### src/rtl/five_axis_table_kinematics_unit_defines.svh
// Assertion macros for the table kinematics unit
`ifndef FIVE_AXIS_TABLE_KINEMATICS_UNIT_DEFINES_SVH
`define FIVE_AXIS_TABLE_KINEMATICS_UNIT_DEFINES_SVH

// Same-cycle implication, clocked on i_clk, off during reset
`define FATK_ASSERT_NOW(label, ante, cons, msg) \
    label: assert property (@(posedge i_clk) disable iff (!i_rst_n) (ante) |-> (cons)) \
        else $error(msg);

// Next-cycle implication
`define FATK_ASSERT_NEXT(label, ante, cons, msg) \
    label: assert property (@(posedge i_clk) disable iff (!i_rst_n) (ante) |=> (cons)) \
        else $error(msg);

`endif

### src/rtl/fatk_pkg.sv
`timescale 1ns / 1ps
// ----------------------------------------------------------------------------
// fatk_pkg
// Types, constants and tables for the five-axis table kinematics unit.
// ----------------------------------------------------------------------------
package fatk_pkg;

    typedef struct packed {
        logic               func;
        logic signed [31:0] in_x;
        logic signed [31:0] in_y;
        logic signed [31:0] in_z;
        logic signed [31:0] in_a;
        logic signed [31:0] in_b;
        logic               change_ok;
    } t_in;

    typedef struct packed {
        logic signed [31:0] out_x;
        logic signed [31:0] out_y;
        logic signed [31:0] out_z;
        logic signed [31:0] out_a;
        logic signed [31:0] out_b;
        logic               space_changed;
        logic               tool_valid;
        logic signed [31:0] tool_x;
        logic signed [31:0] tool_y;
        logic signed [31:0] tool_z;
    } t_out;

    localparam logic CFG_ENABLE = 1'b0;
    localparam logic CFG_OFFSET = 1'b1;

    localparam int VAL_W  = 34;  // multiplier operand width
    localparam int TRIG_W = 32;  // trig factor width, Q2.30
    localparam int CRD_W  = 34;  // CORDIC datapath width
    localparam int ACC_W  = 50;  // sum width

    localparam logic [4:0] CORDIC_LAST = 5'd27;
    localparam logic [3:0] OP_LAST     = 4'd11;

    localparam logic signed [CRD_W-1:0] CORDIC_GAIN = 34'sd652032874;
    localparam logic signed [CRD_W-1:0] TRIG_ONE    = 34'sd1073741824;
    localparam logic signed [31:0] QUARTER  = 32'sd268435456;
    localparam logic signed [31:0] HALF     = 32'sd536870912;
    localparam logic signed [31:0] THREE_Q  = 32'sd805306368;
    localparam logic signed [31:0] FULL     = 32'sd1073741824;

    localparam logic [1:0] SRC_X = 2'd0;
    localparam logic [1:0] SRC_Y = 2'd1;
    localparam logic [1:0] SRC_D = 2'd2;
    localparam logic [1:0] SRC_T = 2'd3;

    localparam logic [1:0] COEF_SA = 2'd0;
    localparam logic [1:0] COEF_CA = 2'd1;
    localparam logic [1:0] COEF_SB = 2'd2;
    localparam logic [1:0] COEF_CB = 2'd3;

    localparam logic [1:0] DST_T  = 2'd0;
    localparam logic [1:0] DST_RX = 2'd1;
    localparam logic [1:0] DST_RY = 2'd2;
    localparam logic [1:0] DST_RZ = 2'd3;

    typedef struct packed {
        logic [1:0] src;
        logic [1:0] coef;
        logic [1:0] dst;
        logic       neg;
    } t_op;

    // arctangent of 2^-i in units of 2^-30 turn
    function automatic logic [27:0] atan_turns(input logic [4:0] i);
        case (i)
            5'd0:  atan_turns = 28'd134217728;
            5'd1:  atan_turns = 28'd79233352;
            5'd2:  atan_turns = 28'd41864727;
            5'd3:  atan_turns = 28'd21251189;
            5'd4:  atan_turns = 28'd10666833;
            5'd5:  atan_turns = 28'd5338616;
            5'd6:  atan_turns = 28'd2669960;
            5'd7:  atan_turns = 28'd1335061;
            5'd8:  atan_turns = 28'd667541;
            5'd9:  atan_turns = 28'd333772;
            5'd10: atan_turns = 28'd166886;
            5'd11: atan_turns = 28'd83443;
            5'd12: atan_turns = 28'd41722;
            5'd13: atan_turns = 28'd20861;
            5'd14: atan_turns = 28'd10430;
            5'd15: atan_turns = 28'd5215;
            5'd16: atan_turns = 28'd2608;
            5'd17: atan_turns = 28'd1304;
            5'd18: atan_turns = 28'd652;
            5'd19: atan_turns = 28'd326;
            5'd20: atan_turns = 28'd163;
            5'd21: atan_turns = 28'd81;
            5'd22: atan_turns = 28'd41;
            5'd23: atan_turns = 28'd20;
            5'd24: atan_turns = 28'd10;
            5'd25: atan_turns = 28'd5;
            5'd26: atan_turns = 28'd3;
            5'd27: atan_turns = 28'd1;
            default: atan_turns = 28'd0;
        endcase
    endfunction

    // product schedule: T is the scratch product for triple terms
    function automatic t_op op_entry(input logic inv, input logic [3:0] k);
        t_op o;
        o = '{src: SRC_X, coef: COEF_CB, dst: DST_RX, neg: 1'b0};
        if (!inv) begin
            case (k)
                4'd0:  o = '{src: SRC_X, coef: COEF_CB, dst: DST_RX, neg: 1'b0};
                4'd1:  o = '{src: SRC_Y, coef: COEF_SB, dst: DST_T,  neg: 1'b0};
                4'd2:  o = '{src: SRC_T, coef: COEF_SA, dst: DST_RX, neg: 1'b0};
                4'd3:  o = '{src: SRC_D, coef: COEF_SB, dst: DST_T,  neg: 1'b0};
                4'd4:  o = '{src: SRC_T, coef: COEF_CA, dst: DST_RX, neg: 1'b1};
                4'd5:  o = '{src: SRC_Y, coef: COEF_CA, dst: DST_RY, neg: 1'b0};
                4'd6:  o = '{src: SRC_D, coef: COEF_SA, dst: DST_RY, neg: 1'b0};
                4'd7:  o = '{src: SRC_X, coef: COEF_SB, dst: DST_RZ, neg: 1'b0};
                4'd8:  o = '{src: SRC_Y, coef: COEF_CB, dst: DST_T,  neg: 1'b0};
                4'd9:  o = '{src: SRC_T, coef: COEF_SA, dst: DST_RZ, neg: 1'b1};
                4'd10: o = '{src: SRC_D, coef: COEF_CB, dst: DST_T,  neg: 1'b0};
                4'd11: o = '{src: SRC_T, coef: COEF_CA, dst: DST_RZ, neg: 1'b0};
                default: o = '{src: SRC_X, coef: COEF_CB, dst: DST_T, neg: 1'b0};
            endcase
        end else begin
            case (k)
                4'd0:  o = '{src: SRC_X, coef: COEF_CB, dst: DST_RX, neg: 1'b0};
                4'd1:  o = '{src: SRC_D, coef: COEF_SB, dst: DST_RX, neg: 1'b0};
                4'd2:  o = '{src: SRC_X, coef: COEF_SB, dst: DST_T,  neg: 1'b0};
                4'd3:  o = '{src: SRC_T, coef: COEF_SA, dst: DST_RY, neg: 1'b0};
                4'd4:  o = '{src: SRC_Y, coef: COEF_CA, dst: DST_RY, neg: 1'b0};
                4'd5:  o = '{src: SRC_D, coef: COEF_CB, dst: DST_T,  neg: 1'b0};
                4'd6:  o = '{src: SRC_T, coef: COEF_SA, dst: DST_RY, neg: 1'b1};
                4'd7:  o = '{src: SRC_X, coef: COEF_SB, dst: DST_T,  neg: 1'b0};
                4'd8:  o = '{src: SRC_T, coef: COEF_CA, dst: DST_RZ, neg: 1'b1};
                4'd9:  o = '{src: SRC_Y, coef: COEF_SA, dst: DST_RZ, neg: 1'b0};
                4'd10: o = '{src: SRC_D, coef: COEF_CB, dst: DST_T,  neg: 1'b0};
                4'd11: o = '{src: SRC_T, coef: COEF_CA, dst: DST_RZ, neg: 1'b0};
                default: o = '{src: SRC_X, coef: COEF_CB, dst: DST_T, neg: 1'b0};
            endcase
        end
        return o;
    endfunction

endpackage

### src/rtl/fatk_mul.sv
`timescale 1ns / 1ps
// ----------------------------------------------------------------------------
// fatk_mul
// Bit-serial signed multiplier with Q2.30 rounding: (v*c + 2^29) >>> 30.
// ----------------------------------------------------------------------------
module fatk_mul (
    input  logic                                  i_clk,
    input  logic                                  i_rst_n,
    input  logic                                  i_start,
    input  logic signed [fatk_pkg::VAL_W-1:0]     i_v,
    input  logic signed [fatk_pkg::TRIG_W-1:0]    i_c,
    output logic                                  o_done,
    output logic signed [fatk_pkg::VAL_W-1:0]     o_p
);
    localparam int PW = fatk_pkg::VAL_W + fatk_pkg::TRIG_W;
    localparam logic [1:0] M_IDLE = 2'd0;
    localparam logic [1:0] M_RUN  = 2'd1;
    localparam logic [1:0] M_RND  = 2'd2;

    logic [1:0]                         r_state;
    logic [4:0]                         r_cnt;
    logic signed [PW-1:0]               r_mc;
    logic [fatk_pkg::TRIG_W-1:0]        r_mr;
    logic signed [PW-1:0]               r_acc;
    logic signed [PW-1:0]               n_sum;
    logic                               r_done;
    logic signed [fatk_pkg::VAL_W-1:0]  r_p;

    assign n_sum = r_acc + (PW'(1) <<< 29);

    always_ff @(posedge i_clk) begin
        if (!i_rst_n) begin
            r_state <= M_IDLE;
            r_done  <= 1'b0;
            r_cnt   <= '0;
        end else begin
            r_done <= 1'b0;
            case (r_state)
                M_IDLE: begin
                    if (i_start) begin
                        r_mc    <= PW'(i_v);
                        r_mr    <= i_c;
                        r_acc   <= '0;
                        r_cnt   <= '0;
                        r_state <= M_RUN;
                    end
                end
                M_RUN: begin
                    // sign bit of the multiplier carries negative weight
                    if (r_mr[0]) begin
                        r_acc <= (r_cnt == 5'd31) ? r_acc - r_mc : r_acc + r_mc;
                    end
                    r_mc  <= r_mc <<< 1;
                    r_mr  <= r_mr >> 1;
                    r_cnt <= r_cnt + 5'd1;
                    if (r_cnt == 5'd31) begin
                        r_state <= M_RND;
                    end
                end
                M_RND: begin
                    r_p     <= n_sum[30 +: fatk_pkg::VAL_W];
                    r_done  <= 1'b1;
                    r_state <= M_IDLE;
                end
                default: r_state <= M_IDLE;
            endcase
        end
    end

    assign o_done = r_done;
    assign o_p    = r_p;
endmodule

### src/rtl/fatk_sincos.sv
`timescale 1ns / 1ps
// ----------------------------------------------------------------------------
// fatk_sincos
// Degree angle to sine/cosine: serial reduction mod 360, serial phase
// division, then a 28-step CORDIC rotation.
// ----------------------------------------------------------------------------
module fatk_sincos #(
    parameter int FRAC_BITS = 16
) (
    input  logic                                 i_clk,
    input  logic                                 i_rst_n,
    input  logic                                 i_start,
    input  logic signed [31:0]                   i_ang,
    output logic                                 o_done,
    output logic signed [fatk_pkg::TRIG_W-1:0]   o_sin,
    output logic signed [fatk_pkg::TRIG_W-1:0]   o_cos
);
    localparam int MW = FRAC_BITS + 9;
    localparam longint unsigned MOD_L = 64'd360 << FRAC_BITS;
    localparam longint unsigned OFS_L = (64'd1 << 31) % MOD_L;
    localparam logic [MW:0] MOD_M = (MW+1)'(MOD_L);
    localparam logic [MW:0] OFS_C = (MW+1)'(OFS_L);
    localparam int CW = fatk_pkg::CRD_W;

    localparam logic [2:0] S_IDLE = 3'd0;
    localparam logic [2:0] S_MOD  = 3'd1;
    localparam logic [2:0] S_FIX  = 3'd2;
    localparam logic [2:0] S_DIV  = 3'd3;
    localparam logic [2:0] S_QUAD = 3'd4;
    localparam logic [2:0] S_CORD = 3'd5;
    localparam logic [2:0] S_DONE = 3'd6;

    logic [2:0]           r_state;
    logic [4:0]           r_cnt;
    logic [31:0]          r_u;
    logic [MW:0]          r_rem;
    logic [29:0]          r_q;
    logic signed [31:0]   r_p;
    logic                 r_neg;
    logic signed [CW-1:0] r_x;
    logic signed [CW-1:0] r_y;
    logic                 r_done;
    logic signed [fatk_pkg::TRIG_W-1:0] r_sin;
    logic signed [fatk_pkg::TRIG_W-1:0] r_cos;

    logic [MW:0]          n_mod_t;
    logic [MW:0]          n_div_t;
    logic signed [31:0]   n_pq;
    logic signed [CW-1:0] n_xs;
    logic signed [CW-1:0] n_ys;
    logic signed [31:0]   n_at;
    logic signed [CW-1:0] n_xf;
    logic signed [CW-1:0] n_yf;

    assign n_mod_t = {r_rem[MW-1:0], r_u[31]};
    assign n_div_t = {r_rem[MW-1:0], 1'b0};
    assign n_pq    = {2'b00, r_q};
    assign n_xs    = r_x >>> r_cnt;
    assign n_ys    = r_y >>> r_cnt;
    assign n_at    = {4'b0000, fatk_pkg::atan_turns(r_cnt)};
    assign n_xf    = r_neg ? -r_x : r_x;
    assign n_yf    = r_neg ? -r_y : r_y;

    function automatic logic signed [fatk_pkg::TRIG_W-1:0] clamp(
        input logic signed [CW-1:0] v);
        if (v > fatk_pkg::TRIG_ONE) begin
            return fatk_pkg::TRIG_W'(fatk_pkg::TRIG_ONE);
        end else if (v < -fatk_pkg::TRIG_ONE) begin
            return fatk_pkg::TRIG_W'(-fatk_pkg::TRIG_ONE);
        end
        return fatk_pkg::TRIG_W'(v);
    endfunction

    always_ff @(posedge i_clk) begin
        if (!i_rst_n) begin
            r_state <= S_IDLE;
            r_done  <= 1'b0;
            r_cnt   <= '0;
        end else begin
            r_done <= 1'b0;
            case (r_state)
                S_IDLE: begin
                    if (i_start) begin
                        // bias by 2^31 so the dividend is unsigned
                        r_u     <= {~i_ang[31], i_ang[30:0]};
                        r_rem   <= '0;
                        r_cnt   <= 5'd31;
                        r_state <= S_MOD;
                    end
                end
                S_MOD: begin
                    r_rem <= (n_mod_t >= MOD_M) ? n_mod_t - MOD_M : n_mod_t;
                    r_u   <= r_u << 1;
                    r_cnt <= r_cnt - 5'd1;
                    if (r_cnt == 5'd0) begin
                        r_state <= S_FIX;
                    end
                end
                S_FIX: begin
                    // remove the bias again, modulo a full turn
                    r_rem   <= (r_rem >= OFS_C) ? r_rem - OFS_C : r_rem + MOD_M - OFS_C;
                    r_cnt   <= 5'd29;
                    r_state <= S_DIV;
                end
                S_DIV: begin
                    r_rem <= (n_div_t >= MOD_M) ? n_div_t - MOD_M : n_div_t;
                    r_q   <= {r_q[28:0], n_div_t >= MOD_M};
                    r_cnt <= r_cnt - 5'd1;
                    if (r_cnt == 5'd0) begin
                        r_state <= S_QUAD;
                    end
                end
                S_QUAD: begin
                    r_neg <= 1'b0;
                    if (n_pq >= fatk_pkg::THREE_Q) begin
                        r_p <= n_pq - fatk_pkg::FULL;
                    end else if (n_pq > fatk_pkg::QUARTER) begin
                        r_p   <= n_pq - fatk_pkg::HALF;
                        r_neg <= 1'b1;
                    end else begin
                        r_p <= n_pq;
                    end
                    r_x     <= fatk_pkg::CORDIC_GAIN;
                    r_y     <= '0;
                    r_cnt   <= '0;
                    r_state <= S_CORD;
                end
                S_CORD: begin
                    if (!r_p[31]) begin
                        r_x <= r_x - n_ys;
                        r_y <= r_y + n_xs;
                        r_p <= r_p - n_at;
                    end else begin
                        r_x <= r_x + n_ys;
                        r_y <= r_y - n_xs;
                        r_p <= r_p + n_at;
                    end
                    r_cnt <= r_cnt + 5'd1;
                    if (r_cnt == fatk_pkg::CORDIC_LAST) begin
                        r_state <= S_DONE;
                    end
                end
                S_DONE: begin
                    r_cos   <= clamp(n_xf);
                    r_sin   <= clamp(n_yf);
                    r_done  <= 1'b1;
                    r_state <= S_IDLE;
                end
                default: r_state <= S_IDLE;
            endcase
        end
    end

    assign o_done = r_done;
    assign o_sin  = r_sin;
    assign o_cos  = r_cos;
endmodule

### src/rtl/five_axis_table_kinematics_unit.sv
`timescale 1ns / 1ps
// ----------------------------------------------------------------------------
// five_axis_table_kinematics_unit
// A/B tilting-rotary table kinematics, forward and inverse, Q16.16.
// ----------------------------------------------------------------------------
// channel  direction  handshake              payload
// in       input      i_in_valid/o_in_stall  i_in  (fatk_pkg::t_in)
// out      output     o_out_valid/i_out_stall o_out (fatk_pkg::t_out)
// cfg      input      i_cfg_we               i_cfg_idx, i_cfg_data
//
// One transaction at a time. Pass-through: the input is registered, then the result.
// Five-axis: two sine/cosine units run side by side (32 reduction steps, a
// fix-up, 30 division steps, a quadrant step, 28 CORDIC steps), then 12
// products are formed in turn on one bit-serial multiplier.
// Synchronous active-low reset; the input stalls until the result is taken,
// and output stall lengthens the transaction.
// ----------------------------------------------------------------------------
`include "five_axis_table_kinematics_unit_defines.svh"

module five_axis_table_kinematics_unit #(
    parameter int POS_WIDTH = 32,
    parameter int FRAC_BITS = 16
) (
    input  logic              i_clk,
    input  logic              i_rst_n,
    input  logic              i_in_valid,
    output logic              o_in_stall,
    input  fatk_pkg::t_in     i_in,
    output logic              o_out_valid,
    input  logic              i_out_stall,
    output fatk_pkg::t_out    o_out,
    input  logic              i_cfg_we,
    input  logic              i_cfg_idx,
    input  logic [31:0]       i_cfg_data
);
    localparam int AW = fatk_pkg::ACC_W;
    localparam int VW = fatk_pkg::VAL_W;
    localparam logic signed [AW-1:0] SAT_HI = AW'((64'sd1 <<< (POS_WIDTH - 1)) - 64'sd1);
    localparam logic signed [AW-1:0] SAT_LO = -SAT_HI - AW'(1);

    localparam logic [2:0] T_IDLE  = 3'd0;
    localparam logic [2:0] T_TRIG  = 3'd1;
    localparam logic [2:0] T_MUL   = 3'd2;
    localparam logic [2:0] T_MWAIT = 3'd3;
    localparam logic [2:0] T_ZADD  = 3'd4;
    localparam logic [2:0] T_FIN   = 3'd5;
    localparam logic [2:0] T_OUT   = 3'd6;

    logic               r_reg_en;
    logic signed [31:0] r_reg_off;
    logic               r_act_en;
    logic signed [31:0] r_act_off;
    logic               r_flag;

    logic [2:0]          r_state;
    logic [3:0]          r_k;
    fatk_pkg::t_in       r_in;
    logic                r_tool;
    logic                r_trig_start;
    logic signed [VW-1:0] r_d;
    logic signed [VW-1:0] r_t;
    logic signed [AW-1:0] r_rx;
    logic signed [AW-1:0] r_ry;
    logic signed [AW-1:0] r_rz;
    logic                r_out_valid;
    fatk_pkg::t_out      r_out;

    logic                n_accept;
    logic                n_en;
    logic signed [31:0]  n_off;
    logic                n_diff;
    fatk_pkg::t_op       n_op;
    logic signed [VW-1:0] n_v;
    logic signed [fatk_pkg::TRIG_W-1:0] n_c;
    logic signed [AW-1:0] n_term;
    logic signed [AW-1:0] n_tz;

    logic a_done, b_done, m_done;
    logic signed [fatk_pkg::TRIG_W-1:0] sa, ca, sb, cb;
    logic signed [VW-1:0] m_p;

    function automatic logic [31:0] sat32(input logic signed [AW-1:0] v);
        logic signed [AW-1:0] s;
        s = (v > SAT_HI) ? SAT_HI : ((v < SAT_LO) ? SAT_LO : v);
        return s[31:0];
    endfunction

    assign n_accept = i_in_valid && !o_in_stall;
    assign n_diff   = (r_reg_en != r_act_en) || (r_reg_off != r_act_off);
    assign n_en     = (!i_in.func && i_in.change_ok) ? r_reg_en : r_act_en;
    assign n_off    = (!i_in.func && i_in.change_ok) ? r_reg_off : r_act_off;

    assign n_op = fatk_pkg::op_entry(r_in.func, r_k);

    always_comb begin
        case (n_op.src)
            fatk_pkg::SRC_X: n_v = VW'(r_in.in_x);
            fatk_pkg::SRC_Y: n_v = VW'(r_in.in_y);
            fatk_pkg::SRC_D: n_v = r_d;
            fatk_pkg::SRC_T: n_v = r_t;
            default:         n_v = r_t;
        endcase
        case (n_op.coef)
            fatk_pkg::COEF_SA: n_c = sa;
            fatk_pkg::COEF_CA: n_c = ca;
            fatk_pkg::COEF_SB: n_c = sb;
            fatk_pkg::COEF_CB: n_c = cb;
            default:           n_c = cb;
        endcase
    end

    assign n_term = n_op.neg ? -AW'(m_p) : AW'(m_p);
    assign n_tz   = r_rz - AW'(r_act_off);

    fatk_sincos #(.FRAC_BITS(FRAC_BITS)) u_trig_a (
        .i_clk(i_clk), .i_rst_n(i_rst_n), .i_start(r_trig_start),
        .i_ang(r_in.in_a), .o_done(a_done), .o_sin(sa), .o_cos(ca)
    );

    fatk_sincos #(.FRAC_BITS(FRAC_BITS)) u_trig_b (
        .i_clk(i_clk), .i_rst_n(i_rst_n), .i_start(r_trig_start),
        .i_ang(r_in.in_b), .o_done(b_done), .o_sin(sb), .o_cos(cb)
    );

    fatk_mul u_mul (
        .i_clk(i_clk), .i_rst_n(i_rst_n), .i_start(r_state == T_MUL),
        .i_v(n_v), .i_c(n_c), .o_done(m_done), .o_p(m_p)
    );

    always_ff @(posedge i_clk) begin
        if (!i_rst_n) begin
            r_reg_en     <= 1'b0;
            r_reg_off    <= '0;
            r_act_en     <= 1'b0;
            r_act_off    <= '0;
            r_flag       <= 1'b0;
            r_state      <= T_IDLE;
            r_k          <= '0;
            r_tool       <= 1'b0;
            r_trig_start <= 1'b0;
            r_out_valid  <= 1'b0;
        end else begin
            r_trig_start <= 1'b0;
            if (i_cfg_we) begin
                case (i_cfg_idx)
                    fatk_pkg::CFG_ENABLE: r_reg_en  <= i_cfg_data[0];
                    fatk_pkg::CFG_OFFSET: r_reg_off <= i_cfg_data;
                    default: ;
                endcase
            end
            case (r_state)
                T_IDLE: begin
                    if (n_accept) begin
                        r_in   <= i_in;
                        r_tool <= !i_in.func && i_in.change_ok;
                        if (!i_in.func) begin
                            if (i_in.change_ok) begin
                                r_act_en  <= r_reg_en;
                                r_act_off <= r_reg_off;
                                r_flag    <= 1'b0;
                            end else if (n_diff) begin
                                r_flag <= 1'b1;
                            end
                        end
                        r_rx <= AW'(i_in.in_x);
                        r_ry <= AW'(i_in.in_y);
                        r_rz <= AW'(i_in.in_z);
                        r_d  <= VW'(i_in.in_z) - VW'(n_off);
                        if (n_en) begin
                            r_trig_start <= 1'b1;
                            r_state      <= T_TRIG;
                        end else begin
                            r_state <= T_FIN;
                        end
                    end
                end
                T_TRIG: begin
                    if (a_done && b_done) begin
                        r_rx    <= '0;
                        r_ry    <= '0;
                        r_rz    <= '0;
                        r_k     <= '0;
                        r_state <= T_MUL;
                    end
                end
                T_MUL: r_state <= T_MWAIT;
                T_MWAIT: begin
                    if (m_done) begin
                        case (n_op.dst)
                            fatk_pkg::DST_T:  r_t  <= m_p;
                            fatk_pkg::DST_RX: r_rx <= r_rx + n_term;
                            fatk_pkg::DST_RY: r_ry <= r_ry + n_term;
                            fatk_pkg::DST_RZ: r_rz <= r_rz + n_term;
                            default: ;
                        endcase
                        if (r_k == fatk_pkg::OP_LAST) begin
                            r_state <= T_ZADD;
                        end else begin
                            r_k     <= r_k + 4'd1;
                            r_state <= T_MUL;
                        end
                    end
                end
                T_ZADD: begin
                    r_rz    <= r_rz + AW'(r_act_off);
                    r_state <= T_FIN;
                end
                T_FIN: begin
                    r_out.out_x         <= sat32(r_rx);
                    r_out.out_y         <= sat32(r_ry);
                    r_out.out_z         <= sat32(r_rz);
                    r_out.out_a         <= r_in.in_a;
                    r_out.out_b         <= r_in.in_b;
                    r_out.space_changed <= r_flag;
                    r_out.tool_valid    <= r_tool;
                    r_out.tool_x        <= r_tool ? sat32(r_rx) : 32'd0;
                    r_out.tool_y        <= r_tool ? sat32(r_ry) : 32'd0;
                    r_out.tool_z        <= r_tool ? sat32(n_tz) : 32'd0;
                    r_out_valid         <= 1'b1;
                    r_state             <= T_OUT;
                end
                T_OUT: begin
                    // hold the result until the consumer takes it
                    if (!i_out_stall) begin
                        r_out_valid <= 1'b0;
                        r_state     <= T_IDLE;
                    end
                end
                default: r_state <= T_IDLE;
            endcase
        end
    end

    assign o_in_stall  = (r_state != T_IDLE);
    assign o_out_valid = r_out_valid;
    assign o_out       = r_out;

    `FATK_ASSERT_NOW(a_out_blocks_in, o_out_valid, o_in_stall, "input open while result pending")
    `FATK_ASSERT_NEXT(a_accept_busy, i_in_valid && !o_in_stall, o_in_stall && !o_out_valid, "accept did not start work")
    `FATK_ASSERT_NOW(a_tool_zero, o_out_valid && !o_out.tool_valid, o_out.tool_x == 32'd0 && o_out.tool_z == 32'd0, "tool pose without tool_valid")
    `FATK_ASSERT_NEXT(a_out_drain, o_out_valid && !i_out_stall, !o_out_valid && !o_in_stall, "result not retired")
endmodule
### config.mk
export PLATFORM = sky130hd
export DESIGN_NAME = five_axis_table_kinematics_unit
export DESIGN_NICKNAME = d
export VERILOG_FILES = /design/src/rtl/fatk_pkg.sv /design/src/rtl/fatk_mul.sv /design/src/rtl/fatk_sincos.sv /design/src/rtl/five_axis_table_kinematics_unit.sv
export VERILOG_INCLUDE_DIRS = /design/src /design/src/rtl
export SDC_FILE = /design/constraint.sdc
export NUM_CORES = 2
export LEC_CHECK = 0
export BUFFER_PORTS_ARGS = -buffer_cell sky130_fd_sc_hd__buf_2
export CAP_MARGIN = 20
export CORE_MARGIN = 1
export CORE_UTILIZATION = 35
export CTS_BUF_LIST = sky130_fd_sc_hd__clkbuf_8
export CTS_CLUSTER_DIAMETER = 150
export DETAILED_ROUTE_END_ITERATION = 6
export PLACE_DENSITY_LB_ADDON = 0.12
export SETUP_SLACK_MARGIN = 0.15
export SLEW_MARGIN = 10
export SYNTH_ARGS = -nofsm -noshare
export SYNTH_HDL_FRONTEND = slang
export SYNTH_SLANG_ARGS = --single-unit
export TNS_END_PERCENT = 100
### constraint.sdc
create_clock -name i_clk -period 25.9 [get_ports i_clk]
set_input_delay 5.18 -clock i_clk [delete_from_list [all_inputs] [get_ports i_clk]]
set_output_delay 5.18 -clock i_clk [all_outputs]
set_load 0.02 [all_outputs]
==> impl_metrics.yaml <==
clocking:
  cts_root_buf: "clkbuf_8"
  post_cts_buffers: 0
  cts_max_path_buffers: 4
  cts.clk_slew.worst_paths_ns: 0.06
  postCtsResizedCells: 0
  clock_latency_ns: 1.08
  tritoncts.num_buffers: 290
  holdBufCountCts: 0
  cts_sinks: 1475
  tritoncts: "done"
  htreeDepth: 5
pwr:
  p_seq_share_pct: 28.1
  peakVddDrop_mv: 0.0479
  powerDensity_nw_per_um2: 100
  p_clk_share_pct: 20.7
  p_int_mw: 6.53
  swShare_pct: 43.4
  finalPower_mw: 11.5
  switchingPower_mw: 5.01
  comb_power_share_pct: 51.2
  power.leakage_nw: 43.9
critical_path:
  cp_max_fo: 55
  critPathArrivalTime_ns: 9.63
  required_ns: 26.59
  path_class: "in2reg"
  cp-end-kind: "register"
  critPathLaunchType: "primary input"
detailed_routing:
  drt_wl_total_um: 347000
  routedWlPerCell_um: 22.9
  antenna_left: 0
  route.detailed.drc: 0
  vias_per_cell: 5.60
  wl_met3_um: 20600
  drtPass1Iterations: 6
  drt_iter0_markers: 6830
  wirelength_met1_um: 155000
  top_layer: "met5"
  wl_met2_um: 160000
  num_vias: 84700
floorplan:
  rows: 198
  io_pins: 460
  die_height_um: 545
  fp.dieArea_um2: 297000
  start_util_pct: 35.3
  core_um2: 292000
  die_w_um: 545
synth:
  yosys_warnings: 0
  ys_ff_latch: 1475
  avgSynthCellArea_um2: 9.65
  syn_inst: 10700
  netlist_area_um2: 103000
  syn_nets: 11500
  async_flop_share_pct: 0
  synth_cell_types: 93
  synth_top_area_share_pct: 38.0
  synth_area_leaders: "edfxtp_1 38%, ha_1 6.7%, mux4_2 4.6%"
  synth_flop_cell: "edfxtp_1"
  seq_area_frac_synth_pct: 41.3
  synth_edf_count: 1304
  synth_top_area_cell: "edfxtp_1"
placed_design:
  gp_congestion: 0.916
  dp_hpwl_um: 260000
  dpl.cell_count: 14600
  io_buffers: 459
sta:
  relSlewSlack_pct: 22.8
  holdWs_ns: 0.428
  hold_viol_final: 0
  finalSetupViolations: 0
  finalMaxSlewViolations: 0
  finClkSkew_ns: 0.139
  period_needed_ns: 8.94
  worst_pin_slew_ns: 1.15
  fin_tns_setup_ns: 0
  clock.fmax_mhz: 112
  rsz0062_at_grt: "false"
  period_share_pct: 34.5
layout:
  final_common_cell: "edfxtp_1"
  fin_nets: 11700
  mostFrequentLayoutCells: "1304 x edfxtp_1, 1216 x nand2_1, 992 x nor2_1"
  area_delta_synth_final_pct: 11.6
  final_cell_count_no_fill: 15100
  drive_gt1_share_pct: 13.6
run:
  drv_cap: 0
grt:
  antenna_found_initial: 34
  grt_pass1_wl_um: 516000
  grt_remaining_overflow: 0
  grt_pass1_vias: 81500
  gr-usage-all-layers_pct: 22.6
  grt_max_degree: 88
worst_hold_path:
  worstHoldPathType: "reg2reg"
status:
  status: "finished clean"
-- cell type report --
class | count | area [um2]
antenna | 9 | 22.5
clock buffer | 300 | 4130
clock inverter | 230 | 1550
fill | 29000 | 177000
inverter | 308 | 1160
multi-input combinational | 8306 | 57400
sequential | 1475 | 42600
tap | 3900 | 4880
timing repair buffer | 601 | 3400
-- synthesized netlist by cell type (all sizes together) (209+ instances only) --
| master | number |
|---|---|
| a21o | 365 |
| nand3 | 213 |
| edfxtp | 1304 |
| nor2 | 1015 |
| a21oi | 731 |
| ha | 552 |
| xor2 | 416 |
| clkbuf | 497 |
| mux4 | 209 |
| xnor2 | 464 |
| o21ai | 651 |
| nand2 | 1219 |
| inv | 303 |
-- worst max-delay path, cell delays in order --
cell      delay [ns]
buf_2           0.13
nor2b_4         0.45
buf_4           0.54
a21oi_1         0.15
ha_1            0.43
and4_1          0.22
o311a_1         0.15
nor2_1          0.08
o31ai_1         0.42
o31a_1          0.25
a41oi_1         0.18
a311oi_1        0.49
nand4_1         0.21
a31oi_1         0.19
a21oi_1         0.14
o21ai_0         0.24
xnor2_1         0.09
-- kinds of logic after synthesis --
group | share of synthesized area (%)
XOR/XNOR | 7.47
AND/OR/NAND/NOR | 16.4
flip-flops | 41.3
buffers and inverters | 3.36
adder cells (fa/ha/maj) | 6.97
AO/OA/AOI/OAI | 17.3
multiplexers | 7.26
-- path summary, 6_finish.rpt --
check / from / cells after the start / endpoint / slack, ns
max: i_in[161] / 17 / r_d[30] / 16.96
min: r_in[50] / 0 / o_out[147] / 0.43
max reg2reg: u_trig_b.r_cnt[0] / 23 / u_trig_b.r_y[32] / 17.79
min reg2reg: r_in[50] / 0 / o_out[147] / 0.43
-- sequential cells by signal, summed over array words and instances, names as in the netlist, 33 cells and up, named ones only --
signal and count:
o_out 258, r_d 33, r_in 129, r_rx 50, r_ry 50, r_rz 50, r_t 34, u_mul.o_p 34
u_mul.r_acc 64, u_mul.r_mc 64, u_trig_a.r_x 34, u_trig_a.r_y 34, u_trig_b.r_x 34, u_trig_b.r_y 34
-- per-layer routing --
metal	up-vias	track usage (%)
li1	40200	-
met1	41400	30.4
met2	2591	37.0
met3	537	3.68
met4	16	7.03
met5	-	0
-- power groups by stage --
stage	Sequential, mW	Combinational (mW)	Clock (mW)
floorplan	3.21	4.42	0
global placement	3.29	5.77	0
global route	3.27	6.52	2.57
finish	3.24	5.91	2.39
CTS	3.24	5.85	2.47
detailed placement	3.29	5.81	0
-- stage by stage --
stage                     cell area, um2  util, %  setup slack, ns
after floorplan                   103000        -             8.04
after global placement            109000     37.4            16.11
after detailed placement          109000     37.4            16.12
after CTS                         115000     39.4            17.16
after global routing              115000     39.4            16.66
final                             115000     39.4            16.96
Power figures use the tool's default switching activity.
